## config.mk

```make
export PLATFORM = sky130hd
export DESIGN_NAME = calendar_clock_with_weekday_flat
export DESIGN_NICKNAME = d
export VERILOG_FILES = /design/src/ccw_pkg.sv /design/src/ccw_intf.sv /design/src/calendar_clock_with_weekday.sv /design/src/ccw_tick.sv /design/src/ccw_load.sv /design/src/flat_wrapper.sv
export VERILOG_INCLUDE_DIRS = /design/src /design/src/src
export SDC_FILE = /design/constraint.sdc
export NUM_CORES = 1
export LEC_CHECK = 0
export BUFFER_PORTS_ARGS = -buffer_cell sky130_fd_sc_hd__buf_4
export CAP_MARGIN = 5
export CORE_MARGIN = 1.5
export CORE_UTILIZATION = 30
export CTS_BUF_LIST = sky130_fd_sc_hd__clkbuf_8
export DETAILED_ROUTE_END_ITERATION = 6
export GPL_TIMING_DRIVEN = 0
export MAX_ROUTING_LAYER = met4
export PLACE_DENSITY_LB_ADDON = 0.1
export SETUP_SLACK_MARGIN = 0.2
export SLEW_MARGIN = 0
export SYNTH_ARGS = -nofsm -noshare
export SYNTH_HDL_FRONTEND = slang
export SYNTH_SLANG_ARGS = --single-unit
export TNS_END_PERCENT = 20
```

## constraint.sdc

```tcl
create_clock -name clk_i -period 14.5 [get_ports clk_i]
set_input_delay 2.175 -clock clk_i [delete_from_list [all_inputs] [get_ports clk_i]]
set_output_delay 2.175 -clock clk_i [all_outputs]
set_load 0.02 [all_outputs]
```

## src/calendar_clock_with_weekday_defines.svh

```systemverilog
// assertion macros for the calendar clock block
`ifndef CALENDAR_CLOCK_WITH_WEEKDAY_DEFINES_SVH
`define CALENDAR_CLOCK_WITH_WEEKDAY_DEFINES_SVH

// same-cycle implication, checked outside reset
`define CCW_ASSERT_NOW(name, clk, rstn, ante, cons) \
  name: assert property (@(posedge clk) disable iff (!rstn) (ante) |-> (cons)) \
    else $error("calendar clock check failed");

// next-cycle implication, checked outside reset
`define CCW_ASSERT_NEXT(name, clk, rstn, ante, cons) \
  name: assert property (@(posedge clk) disable iff (!rstn) (ante) |=> (cons)) \
    else $error("calendar clock check failed");

`endif

```

## src/ccw_pkg.sv

```systemverilog
// types, constants and table functions of the calendar clock
`default_nettype none

package ccw_pkg;

  typedef enum logic {
    CMD_TICK = 1'b0,
    CMD_LOAD = 1'b1
  } ccw_cmd_e;

  localparam logic [5:0] SEC_MAX   = 6'd59;
  localparam logic [4:0] HOUR_MAX  = 5'd23;
  localparam logic [6:0] YEAR_MAX  = 7'd99;
  localparam logic [3:0] MONTH_MAX = 4'd12;
  localparam logic [3:0] MONTH_MIN = 4'd1;
  localparam logic [4:0] DAY_MIN   = 5'd1;
  localparam logic [2:0] WDAY_MON  = 3'd1;
  localparam logic [2:0] WDAY_SAT  = 3'd6;
  localparam logic [2:0] WDAY_SUN  = 3'd7;
  localparam logic [3:0] MONTH_FEB = 4'd2;
  localparam logic [3:0] MONTH_MAR = 4'd3;

  typedef struct packed {
    logic [6:0] year;
    logic [3:0] month;
    logic [4:0] day;
    logic [4:0] hour;
    logic [5:0] minute;
    logic [5:0] second;
    logic [2:0] weekday;
  } ccw_time_t;

  typedef struct packed {
    ccw_cmd_e   command;
    logic [6:0] set_year;
    logic [3:0] set_month;
    logic [4:0] set_day;
    logic [4:0] set_hour;
    logic [5:0] set_minute;
    logic [5:0] set_second;
  } ccw_item_t;

  localparam ccw_time_t TIME_RESET = '{
    year: 7'd0, month: MONTH_MIN, day: DAY_MIN, hour: 5'd0,
    minute: 6'd0, second: 6'd0, weekday: WDAY_SAT
  };

  function automatic logic [4:0] days_in_month(logic [3:0] month, logic [6:0] year);
    logic [4:0] len;
    case (month)
      MONTH_FEB:                        len = (year[1:0] == 2'd0) ? 5'd29 : 5'd28;
      4'd4, 4'd6, 4'd9, 4'd11:          len = 5'd30;
      default:                          len = 5'd31;
    endcase
    return len;
  endfunction

  function automatic logic [2:0] month_key(logic [3:0] month);
    logic [2:0] key;
    case (month)
      4'd1:    key = 3'd6;
      4'd2:    key = 3'd2;
      4'd3:    key = 3'd2;
      4'd4:    key = 3'd5;
      4'd5:    key = 3'd0;
      4'd6:    key = 3'd3;
      4'd7:    key = 3'd5;
      4'd8:    key = 3'd1;
      4'd9:    key = 3'd4;
      4'd10:   key = 3'd6;
      4'd11:   key = 3'd2;
      4'd12:   key = 3'd4;
      default: key = 3'd0;
    endcase
    return key;
  endfunction

  // table formula, mod 7 by folding octal digits since 8 is 1 mod 7
  function automatic logic [2:0] weekday_of(logic [6:0] y, logic [3:0] m, logic [4:0] d);
    logic       leap_early;
    logic [7:0] sum;
    logic [4:0] fold1;
    logic [3:0] fold2;
    logic [2:0] wday;
    leap_early = (m < MONTH_MAR) && (y[1:0] == 2'd0);
    sum = 8'(y) + 8'(y[6:2]) + 8'(month_key(m)) + 8'(d) + 8'd7 - 8'(leap_early);
    fold1 = 5'(sum[2:0]) + 5'(sum[5:3]) + 5'(sum[7:6]);
    fold2 = 4'(fold1[2:0]) + 4'(fold1[4:3]);
    if (fold2 == 4'd0 || fold2 == 4'd7) begin
      wday = WDAY_SUN;
    end else if (fold2 > 4'd7) begin
      wday = 3'(fold2 - 4'd7);
    end else begin
      wday = fold2[2:0];
    end
    return wday;
  endfunction

endpackage

`default_nettype wire

```

## src/ccw_intf.sv

```systemverilog
// valid/ready channel interfaces for command items and time results
`default_nettype none

interface ccw_in_if;
  logic       valid;
  logic       ready;
  logic       command;
  logic [6:0] set_year;
  logic [3:0] set_month;
  logic [4:0] set_day;
  logic [4:0] set_hour;
  logic [5:0] set_minute;
  logic [5:0] set_second;

  modport source (
    output valid, command, set_year, set_month, set_day, set_hour, set_minute,
           set_second,
    input  ready
  );
  modport sink (
    input  valid, command, set_year, set_month, set_day, set_hour, set_minute,
           set_second,
    output ready
  );
endinterface

interface ccw_out_if;
  logic       valid;
  logic       ready;
  logic [6:0] year_out;
  logic [3:0] month_out;
  logic [4:0] day_out;
  logic [4:0] hour_out;
  logic [5:0] minute_out;
  logic [5:0] second_out;
  logic [2:0] weekday_out;

  modport source (
    output valid, year_out, month_out, day_out, hour_out, minute_out, second_out,
           weekday_out,
    input  ready
  );
  modport sink (
    input  valid, year_out, month_out, day_out, hour_out, minute_out, second_out,
           weekday_out,
    output ready
  );
endinterface

`default_nettype wire

```

## src/calendar_clock_with_weekday.sv

```systemverilog
// calendar clock top level: input register, update logic, time register
`default_nettype none

`include "calendar_clock_with_weekday_defines.svh"

// Calendar clock, years 2000 to 2099, weekday 1 Monday to 7 Sunday, reset to
// Saturday 1 January 2000 00:00:00. Each command transfer either advances one
// second or loads date and time (fields saturate into range, the day only at
// its minimum; weekday computed), and gives one result transfer with the time
// after the command. One command is taken every cycle while the result is not
// stalled, since the update is a single pass of logic between the input register
// and the time register, which doubles as the result register. A stalled result
// holds the pipe, with at most one command waiting in the input register.
module calendar_clock_with_weekday
  import ccw_pkg::*;
(
  input  wire          clk_i,
  input  wire          rst_ni,
  ccw_in_if.sink       in_i,
  ccw_out_if.source    out_o
);

  logic      in_vld_q;
  ccw_item_t in_q;
  logic      out_vld_q;
  ccw_time_t time_q;
  ccw_time_t time_d;
  ccw_time_t tick_nxt;
  ccw_time_t load_nxt;
  logic      adv;
  logic      in_rdy;

  assign adv    = in_vld_q && (!out_vld_q || out_o.ready);
  assign in_rdy = !in_vld_q || adv;

  ccw_tick u_tick (
    .cur_i (time_q),
    .nxt_o (tick_nxt)
  );

  ccw_load u_load (
    .item_i (in_q),
    .nxt_o  (load_nxt)
  );

  assign time_d = (in_q.command == CMD_LOAD) ? load_nxt : tick_nxt;

  always_ff @(posedge clk_i or negedge rst_ni) begin
    if (!rst_ni) begin
      in_vld_q  <= 1'b0;
      out_vld_q <= 1'b0;
      time_q    <= TIME_RESET;
    end else begin
      if (in_rdy) begin
        in_vld_q <= in_i.valid;
      end
      if (adv) begin
        time_q    <= time_d;
        out_vld_q <= 1'b1;
      end else if (out_o.ready) begin
        out_vld_q <= 1'b0;
      end
    end
  end

  // input payload register, no reset needed
  always_ff @(posedge clk_i) begin
    if (in_i.valid && in_rdy) begin
      in_q.command    <= ccw_cmd_e'(in_i.command);
      in_q.set_year   <= in_i.set_year;
      in_q.set_month  <= in_i.set_month;
      in_q.set_day    <= in_i.set_day;
      in_q.set_hour   <= in_i.set_hour;
      in_q.set_minute <= in_i.set_minute;
      in_q.set_second <= in_i.set_second;
    end
  end

  assign in_i.ready        = in_rdy;
  assign out_o.valid       = out_vld_q;
  assign out_o.year_out    = time_q.year;
  assign out_o.month_out   = time_q.month;
  assign out_o.day_out     = time_q.day;
  assign out_o.hour_out    = time_q.hour;
  assign out_o.minute_out  = time_q.minute;
  assign out_o.second_out  = time_q.second;
  assign out_o.weekday_out = time_q.weekday;

  // time must not move while a result waits
  `CCW_ASSERT_NEXT(a_hold_on_stall, clk_i, rst_ni, out_vld_q && !out_o.ready, $stable(time_q))
  // full input stage behind a stalled result blocks new commands
  `CCW_ASSERT_NOW(a_ready_blocked, clk_i, rst_ni, in_vld_q && out_vld_q && !out_o.ready, !in_rdy)
  // weekday never shows the formula's zero
  `CCW_ASSERT_NOW(a_weekday_nonzero, clk_i, rst_ni, out_vld_q, time_q.weekday != 3'd0)
  // clock fields stay in range
  `CCW_ASSERT_NOW(a_time_range, clk_i, rst_ni, out_vld_q,
                  time_q.second <= SEC_MAX && time_q.minute <= SEC_MAX && time_q.hour <= HOUR_MAX)

endmodule

`default_nettype wire

```

## src/ccw_tick.sv

```systemverilog
// one-second advance with carry through minute, hour, day, month and year
`default_nettype none

module ccw_tick
  import ccw_pkg::*;
(
  input  ccw_time_t cur_i,
  output ccw_time_t nxt_o
);

  always_comb begin
    nxt_o = cur_i;
    if (cur_i.second >= SEC_MAX) begin
      nxt_o.second = 6'd0;
      if (cur_i.minute >= SEC_MAX) begin
        nxt_o.minute = 6'd0;
        if (cur_i.hour >= HOUR_MAX) begin
          nxt_o.hour    = 5'd0;
          nxt_o.weekday = (cur_i.weekday >= WDAY_SUN) ? WDAY_MON : cur_i.weekday + 3'd1;
          // a loaded day past the month length also wraps here
          if (cur_i.day >= days_in_month(cur_i.month, cur_i.year)) begin
            nxt_o.day = DAY_MIN;
            if (cur_i.month >= MONTH_MAX) begin
              nxt_o.month = MONTH_MIN;
              nxt_o.year  = (cur_i.year >= YEAR_MAX) ? 7'd0 : cur_i.year + 7'd1;
            end else begin
              nxt_o.month = cur_i.month + 4'd1;
            end
          end else begin
            nxt_o.day = cur_i.day + 5'd1;
          end
        end else begin
          nxt_o.hour = cur_i.hour + 5'd1;
        end
      end else begin
        nxt_o.minute = cur_i.minute + 6'd1;
      end
    end else begin
      nxt_o.second = cur_i.second + 6'd1;
    end
  end

endmodule

`default_nettype wire

```

## src/ccw_load.sv

```systemverilog
// load path: saturate the set fields and derive the weekday
`default_nettype none

module ccw_load
  import ccw_pkg::*;
(
  input  ccw_item_t item_i,
  output ccw_time_t nxt_o
);

  ccw_time_t sat;

  always_comb begin
    sat.year   = (item_i.set_year > YEAR_MAX) ? YEAR_MAX : item_i.set_year;
    if (item_i.set_month < MONTH_MIN) begin
      sat.month = MONTH_MIN;
    end else if (item_i.set_month > MONTH_MAX) begin
      sat.month = MONTH_MAX;
    end else begin
      sat.month = item_i.set_month;
    end
    sat.day     = (item_i.set_day < DAY_MIN) ? DAY_MIN : item_i.set_day;
    sat.hour    = (item_i.set_hour > HOUR_MAX) ? HOUR_MAX : item_i.set_hour;
    sat.minute  = (item_i.set_minute > SEC_MAX) ? SEC_MAX : item_i.set_minute;
    sat.second  = (item_i.set_second > SEC_MAX) ? SEC_MAX : item_i.set_second;
    sat.weekday = WDAY_SUN;
  end

  always_comb begin
    nxt_o         = sat;
    nxt_o.weekday = weekday_of(sat.year, sat.month, sat.day);
  end

endmodule

`default_nettype wire
```

## src/flat_wrapper.sv

```systemverilog
// flat-port wrapper written by rule: the top's interface ports become plain ports
module calendar_clock_with_weekday_flat import ccw_pkg::*;
  (clk_i, rst_ni, in_i_valid, in_i_command, in_i_set_year, in_i_set_month, in_i_set_day, in_i_set_hour, in_i_set_minute, in_i_set_second, in_i_ready, out_o_valid, out_o_year_out, out_o_month_out, out_o_day_out, out_o_hour_out, out_o_minute_out, out_o_second_out, out_o_weekday_out, out_o_ready);
  ccw_in_if in_i_i ();
  ccw_out_if out_o_i ();
  input  wire clk_i;
  input  wire rst_ni;
  input wire logic [$bits(in_i_i.valid)-1:0] in_i_valid;
  input wire logic [$bits(in_i_i.command)-1:0] in_i_command;
  input wire logic [$bits(in_i_i.set_year)-1:0] in_i_set_year;
  input wire logic [$bits(in_i_i.set_month)-1:0] in_i_set_month;
  input wire logic [$bits(in_i_i.set_day)-1:0] in_i_set_day;
  input wire logic [$bits(in_i_i.set_hour)-1:0] in_i_set_hour;
  input wire logic [$bits(in_i_i.set_minute)-1:0] in_i_set_minute;
  input wire logic [$bits(in_i_i.set_second)-1:0] in_i_set_second;
  output wire logic [$bits(in_i_i.ready)-1:0] in_i_ready;
  output wire logic [$bits(out_o_i.valid)-1:0] out_o_valid;
  output wire logic [$bits(out_o_i.year_out)-1:0] out_o_year_out;
  output wire logic [$bits(out_o_i.month_out)-1:0] out_o_month_out;
  output wire logic [$bits(out_o_i.day_out)-1:0] out_o_day_out;
  output wire logic [$bits(out_o_i.hour_out)-1:0] out_o_hour_out;
  output wire logic [$bits(out_o_i.minute_out)-1:0] out_o_minute_out;
  output wire logic [$bits(out_o_i.second_out)-1:0] out_o_second_out;
  output wire logic [$bits(out_o_i.weekday_out)-1:0] out_o_weekday_out;
  input wire logic [$bits(out_o_i.ready)-1:0] out_o_ready;
  assign in_i_i.valid = in_i_valid;
  assign in_i_i.command = in_i_command;
  assign in_i_i.set_year = in_i_set_year;
  assign in_i_i.set_month = in_i_set_month;
  assign in_i_i.set_day = in_i_set_day;
  assign in_i_i.set_hour = in_i_set_hour;
  assign in_i_i.set_minute = in_i_set_minute;
  assign in_i_i.set_second = in_i_set_second;
  assign in_i_ready = in_i_i.ready;
  assign out_o_valid = out_o_i.valid;
  assign out_o_year_out = out_o_i.year_out;
  assign out_o_month_out = out_o_i.month_out;
  assign out_o_day_out = out_o_i.day_out;
  assign out_o_hour_out = out_o_i.hour_out;
  assign out_o_minute_out = out_o_i.minute_out;
  assign out_o_second_out = out_o_i.second_out;
  assign out_o_weekday_out = out_o_i.weekday_out;
  assign out_o_i.ready = out_o_ready;
  calendar_clock_with_weekday u_core (.clk_i(clk_i), .rst_ni(rst_ni), .in_i(in_i_i), .out_o(out_o_i));
endmodule
```

# Word level (Yosys, flattened, before mapping)
# Memory sizes are Yosys's and may differ from the RTL's.
# Cells that the tools add are included.
# word_totals
regBits,72
mem_bits_ro,48
input_bits,38
output_inout_bits,38
wordCells,110
memories,1
# op_classes
addsub,16
order_cmp,16
n_eq_ne,6
n_mux,32
n_reduce_logical,23
# mem_list
memory,words,word_bits,rd,rd_ports_with_merged_regs,wr,line_no,rtl
(name not given),16,3,1,0,0,ccw_pkg.sv:60,case (month)
# op_table
operator,n
36-bit two-way mux,1
5-bit two-way mux,7
27-bit two-way mux,1
6-bit two-way mux,4
21-bit two-way mux,1
7-bit two-way mux,3
3-bit two-way mux,6
16-bit two-way mux,1
6-bit by 1-bit adder with 6-bit output (second input constant),2
4-bit by 3-bit equality test with 1-bit output (second input constant),3
6-bit >= comparator (second input constant),2
6-bit > comparator (second input constant),2
4-bit two-way mux,3
2-bit nonzero test,6
11-bit two-way mux,1
5-bit by 1-bit adder with 5-bit output (second input constant),2
7-bit by 5-bit adder with 8-bit output,1
8-bit by 3-bit adder with 8-bit output,1
8-bit by 3-bit adder with 8-bit output (second input constant),1
8-bit by 5-bit adder with 8-bit output,1
4-bit equality test (second input constant),2
8-bit by 1-bit subtractor with 8-bit output,1
7-bit by 1-bit adder with 7-bit output (second input constant),1
7-bit >= comparator (second input constant),1
other kinds (31),39

# Longest topological paths before layout
# An unclocked memory read counts as a cell.
# depth
depth_word,15
depth_mapped,34

# Cells and area by module
# From an unflattened synthesis, not the netlist that was laid out.
# hier_totals
hier_cells,540
hier_area_um2,5246.3
# by_module_without_submodules
module,n_inst,cells_per_inst,area_per_inst_um2,seq_area_each_um2
calendar_clock_with_weekday,1,205,2942.8,1976.9
ccw_load,1,166,1237.4,0.0
ccw_tick,1,169,1066.0,0.0

# Worst setup path after synthesis
# No wires, ideal clock.
# synth_path
path_type,reg2reg
start,register u_core.in_q[24] (netlist name)
end,register u_core.time_q (netlist bit u_core.out_o.weekday_out[0])
setup_time_ps,121
t_arrival_ps,6925
t_required_ps,14379
slack_ps,7454
stages_incl_launch_ff,33
synth_period_minus_slack_ps,7046
cell_sequence,edfxtp_1 -> clkbuf_1 -> o21ba_2 -> nor2_1 -> a21oi_1 -> inv_1 -> ha_1 -> mux2_2 -> o21ai_0 -> ha_1 -> fa_1 -> fa_1 -> inv_1 -> fa_1 -> a21o_1 -> a21oi_1 -> o21bai_1 -> a21oi_1 -> xnor2_1 -> fa_1 -> ha_1 -> inv_1 -> fa_1 -> xnor2_1 -> ha_1 -> fa_1 -> inv_1 -> ha_1 -> mux2i_1 -> nand2_1 -> o21ai_0 -> nand3_1 -> a22o_1
# synth_between
elab_chain_len,15
# synth_lines
element,line_no,rtl
from (decl),calendar_clock_with_weekday.sv:24,ccw_item_t in_q;
4-bit > comparator,ccw_load.sv:17,end else if (item_i.set_month > MONTH_MAX) begin
4-bit two-way mux,ccw_load.sv:17,
4-bit two-way mux *,ccw_load.sv:15,if (item_i.set_month < MONTH_MIN) begin
memory read 16 x 3 bit,n/a,
8-bit by 3-bit adder with 8-bit output,ccw_pkg.sv:86,sum = 8'(y) + 8'(y[6:2]) + 8'(month_key(m)) + 8'(d) + 8'd7 - 8'(leap_early);
8-bit by 5-bit adder with 8-bit output,ccw_pkg.sv:86,
8-bit by 3-bit adder with 8-bit output,ccw_pkg.sv:86,
8-bit by 1-bit subtractor with 8-bit output *,ccw_pkg.sv:86,
3-bit by 3-bit adder with 4-bit output,ccw_pkg.sv:87,fold1 = 5'(sum[2:0]) + 5'(sum[5:3]) + 5'(sum[7:6]);
4-bit by 2-bit adder with 5-bit output *,ccw_pkg.sv:87,
3-bit by 2-bit adder with 4-bit output *,ccw_pkg.sv:88,fold2 = 4'(fold1[2:0]) + 4'(fold1[4:3]);
"4-bit by 3-bit > comparator with 1-bit output, or another cell as far along",ccw_pkg.sv:91,end else if (fold2 > 4'd7) begin
3-bit two-way mux / 1-bit logical OR (equally long branches),"ccw_pkg.sv:91, ccw_pkg.sv:89",
3-bit two-way mux *,ccw_pkg.sv:89,if (fold2 == 4'd0 || fold2 == 4'd7) begin
36-bit two-way mux *,calendar_clock_with_weekday.sv:46,assign time_d = (in_q.command == CMD_LOAD) ? load_nxt : tick_nxt;
to (signal assigned),calendar_clock_with_weekday.sv:58,time_q <= time_d;
to (decl),calendar_clock_with_weekday.sv:26,ccw_time_t time_q;
# Mark *: on every way between the ends. The rest lies on a longest branch, timed or not.
# A chain may end at the register's enable or synchronous reset.

# Final worst setup path
# Same ends and word-level chain as after synthesis.

==> impl_metrics.env <==
export IMPL_run_status="finished clean"
export IMPL_worst_pin_slew_ps=867
export IMPL_worst_setup_path_start_kind="flip-flop"
export IMPL_max_vdd_ir_drop_uv=166
export IMPL_max_stage_delay_ps=510
export IMPL_post_route_cells_drive_above_1_share_pct=20.7
export IMPL_core_area_um2=14700
export IMPL_areaGrowthSynthToFinish_pct=21.3
export IMPL_detail_route_wirelength_mm=12.1
export IMPL_cts_tree="done"
export IMPL_crit_arrival_ps=8060
export IMPL_final_max_slew_violation_count=0
export IMPL_synth_enable_flop_cells=34
export IMPL_final_setup_worst_slack_ps=6700
export IMPL_clock_root_buffer="sky130_fd_sc_hd__clkbuf_8"
export IMPL_power_total_mw=1.36
export IMPL_count_of_warnings_emitted_by_yosys=0
export IMPL_ys_types=60
export IMPL_globalplace_congestion=0.785
export IMPL_synth_flop_cell="sky130_fd_sc_hd__edfxtp_1"
export IMPL_layoutNonFillerInstCount=716
export IMPL_post_place_cells=700
export IMPL_grt_first_pass_wirelength_mm=19.8
export IMPL_post_synth_top_count_cell="sky130_fd_sc_hd__ha_1"
export IMPL_detail_route_antenna_nets=0
export IMPL_drcViolationCount=0
export IMPL_syn_nets=533
export IMPL_design_portCount=76
export IMPL_tritoncts_num_sinks=72
export IMPL_totalNegativeSetupSlack_ps=0
export IMPL_fp_dieW_um=127
export IMPL_worstPathMaxFanout=9
export IMPL_clkSlewWorstSetupHoldPaths_ps=80
export IMPL_hold_buffers=0
export IMPL_worst_path_most_repeated_cell="sky130_fd_sc_hd__fa_1"
export IMPL_floorplan_initialDensity_pct=31.1
export IMPL_synth_top_cell_area_share_pct=22.3
export IMPL_synth_area_leader_cell="sky130_fd_sc_hd__edfxtp_1"
export IMPL_grtUsageMet2_pct=24.5
export IMPL_grt_overflow=0
export IMPL_min_period_over_period_pct=53.8
export IMPL_drt_pass1_iter_count=4
export IMPL_mapped_cell_area_um2=4580
export IMPL_ctsLongestPathBuffers=2
export IMPL_worst_min_delay_path_category="flip-flop to flip-flop"
export IMPL_grt_pass1_vias=3578
export IMPL_hold_viol_final=0
export IMPL_fillers=1449
export IMPL_max_clock_freq_mhz=128
export IMPL_top_cells_by_count_synth="42 x sky130_fd_sc_hd__ha_1, 40 x sky130_fd_sc_hd__inv_1, 34 x sky130_fd_sc_hd__dfrtp_1, 34 x sky130_fd_sc_hd__edfxtp_1, 28 x sky130_fd_sc_hd__o21ai_0"
export IMPL_dr_vias=3601
export IMPL_netlist_instances=441
export IMPL_die_h_um=127
export IMPL_post_place_ws_ps=6750
export IMPL_timing_slew_headroom_pct=42.2
export IMPL_grt_max_degree=39
export IMPL_clk_latency_ps=370
export IMPL_ys_async_sr_fraction_pct=52.8
export IMPL_timing_worst_setup_path_type="flip-flop to flip-flop"
export IMPL_synthTopCellsByArea="sky130_fd_sc_hd__edfxtp_1 22%, sky130_fd_sc_hd__dfrtp_1 19%, sky130_fd_sc_hd__ha_1 11%, sky130_fd_sc_hd__fa_1 5.2%, sky130_fd_sc_hd__inv_1 3.3%"
export IMPL_detailedPlacementHpwl_mm=8.93
export IMPL_wl_per_cell_um=16.9
export IMPL_finalCriticalPeriod_ps=7800
export IMPL_ys_seq_area_share_pct=43.2
export IMPL_design_final_nets=619
export IMPL_fp_row_count=44
export IMPL_cts_made_buffers=9
export IMPL_design_die_area_um2=16000
export IMPL_yosys_register_bits=72
export IMPL_power_leakage_nw=2.45
export IMPL_cpMaxStageDelayCell="sky130_fd_sc_hd__fa_1"
export IMPL_worstHoldPathCells=2
export IMPL_grt_use_met1_pct=22.9
export IMPL_postSynthAreaPerCell_um2=10.4
export IMPL_gr_max_usage_layer="met2"
export IMPL_drt_iter0_drcs=220
export IMPL_grt_antenna_before_repair=0
export IMPL_htree_levels=3
export IMPL_cts_resized_gates=0
export IMPL_io_buffers=75
export IMPL_setup_viol=0
export IMPL_vias_per_cell=5.03
export IMPL_reg2regPathDepth=32
export IMPL_power_per_cell_area_nw_per_um2=244
export IMPL_rsz_0062_raised_after_global_routing="no"
export IMPL_groute_layer_met3_usage_pct=2.83
export IMPL_hold_ws_ps=527
export IMPL_overall_fraction_of_global_route_tracks_in_use_pct=16.7
export IMPL_n_antenna_cell=0
export IMPL_cp_data_required_time_ps=14760
export IMPL_post_cts_setup_buffer_count=0
export IMPL_finClkSkew_ps=14.7
export IMPL_cap_viol_max_count=0
export IMPL_end_kind="flip-flop"
## area by class of cell
type	instances	area [um2]	area share (%)
Tap cell	184	230	4.15
Sequential cell	72	1980	35.6
Multi-Input combinational cell	315	2390	43.0
Clock inverter	7	57.6	1.04
Timing Repair Buffer	75	563	10.1
Clock buffer	9	124	2.23
Buffer	14	65.1	1.17
Inverter	40	150	2.70
## worst max-delay path: cells and delay by family, from the launching register on
kind / cells / cell delay (ps)
AOI/OAI and AO/OA: 9 / 1790
xor gates and xnor gates: 2 / 250
adders and majority gates: 11 / 4070
buffers and inverters: 5 / 620
DFF: 1 / 320
muxes: 2 / 400
and+or+nand+nor: 3 / 220
## worst paths after layout
| kind | slack [ps] | startpoint | endpoint |
|---|---|---|---|
| max in group asynchronous | 12330 | rst_ni | u_core.out_o.day_out[0] |
| worst min-delay path | 530 | u_core.in_q[3] | u_core.out_o.second_out[3] |
| worst max-delay path | 6700 | u_core.in_q[24] | u_core.out_o.weekday_out[0] |
| min in group asynchronous | 1790 | rst_ni | u_core.out_o.minute_out[0] |
| worst min register to register | 530 | u_core.in_q[3] | u_core.out_o.second_out[3] |
| worst max register to register | 6700 | u_core.in_q[24] | u_core.out_o.weekday_out[0] |
## stage by stage
step                util (%)  area, um2
CTS                     37.8       5550
floorplan                  -       4580
global placement        36.5       5370
global route            37.8       5550
finish                  37.8       5550
detailed placement      36.5       5370
## where the power goes
group	total [mW]	switching [mW]	leakage, nW	internal, mW
Combinational	0.861	0.477	1.56	0.384
Clock	0.158	0.0809	0.107	0.0772
Sequential	0.337	0.0701	0.776	0.266
Total	1.36	0.628	2.45	0.728
## cell families after synthesis
family,Yosys count,share of synthesized area [%]
AO/OA/AOI/OAI,123,17.9
adder cells (fa/ha/maj),54,16.7
buffers and inverters,54,4.70
flip-flops,72,43.2
XOR/XNOR,10,1.91
multiplexers,8,1.89
AND/OR/NAND/NOR,120,13.7
## registers in the layout, indices dropped and copies added (netlist names)
signal / cells
u_core.out_o.valid: 1
u_core.in_vld_q: 1
u_core.out_o.year_out: 7
u_core.out_o.month_out: 4
u_core.out_o.minute_out: 6
u_core.out_o.weekday_out: 3
u_core.out_o.second_out: 6
u_core.out_o.hour_out: 5
u_core.out_o.day_out: 5
u_core.in_q: 34
## placed cells by master, fill, tap and decap left out, drive strengths merged, types with 10 or more instances in the layout
master and instances:
nor2 27, a22oi 13, a31oi 10, inv 44, buf 85, nor3 11
fa 12, o21ai 29, a21oi 27, edfxtp 34, nand2 26, ha 42
clkbuf 13, dfrtp 34, nand2b 12
## routing by layer
layer / part of all wire (%) / wire [um]
met5: 0 / 0
met4: 1.9 / 225
met3: 3.7 / 443
met2: 45 / 5450
met1: 50 / 6020
Power figures use the tool's default switching activity.
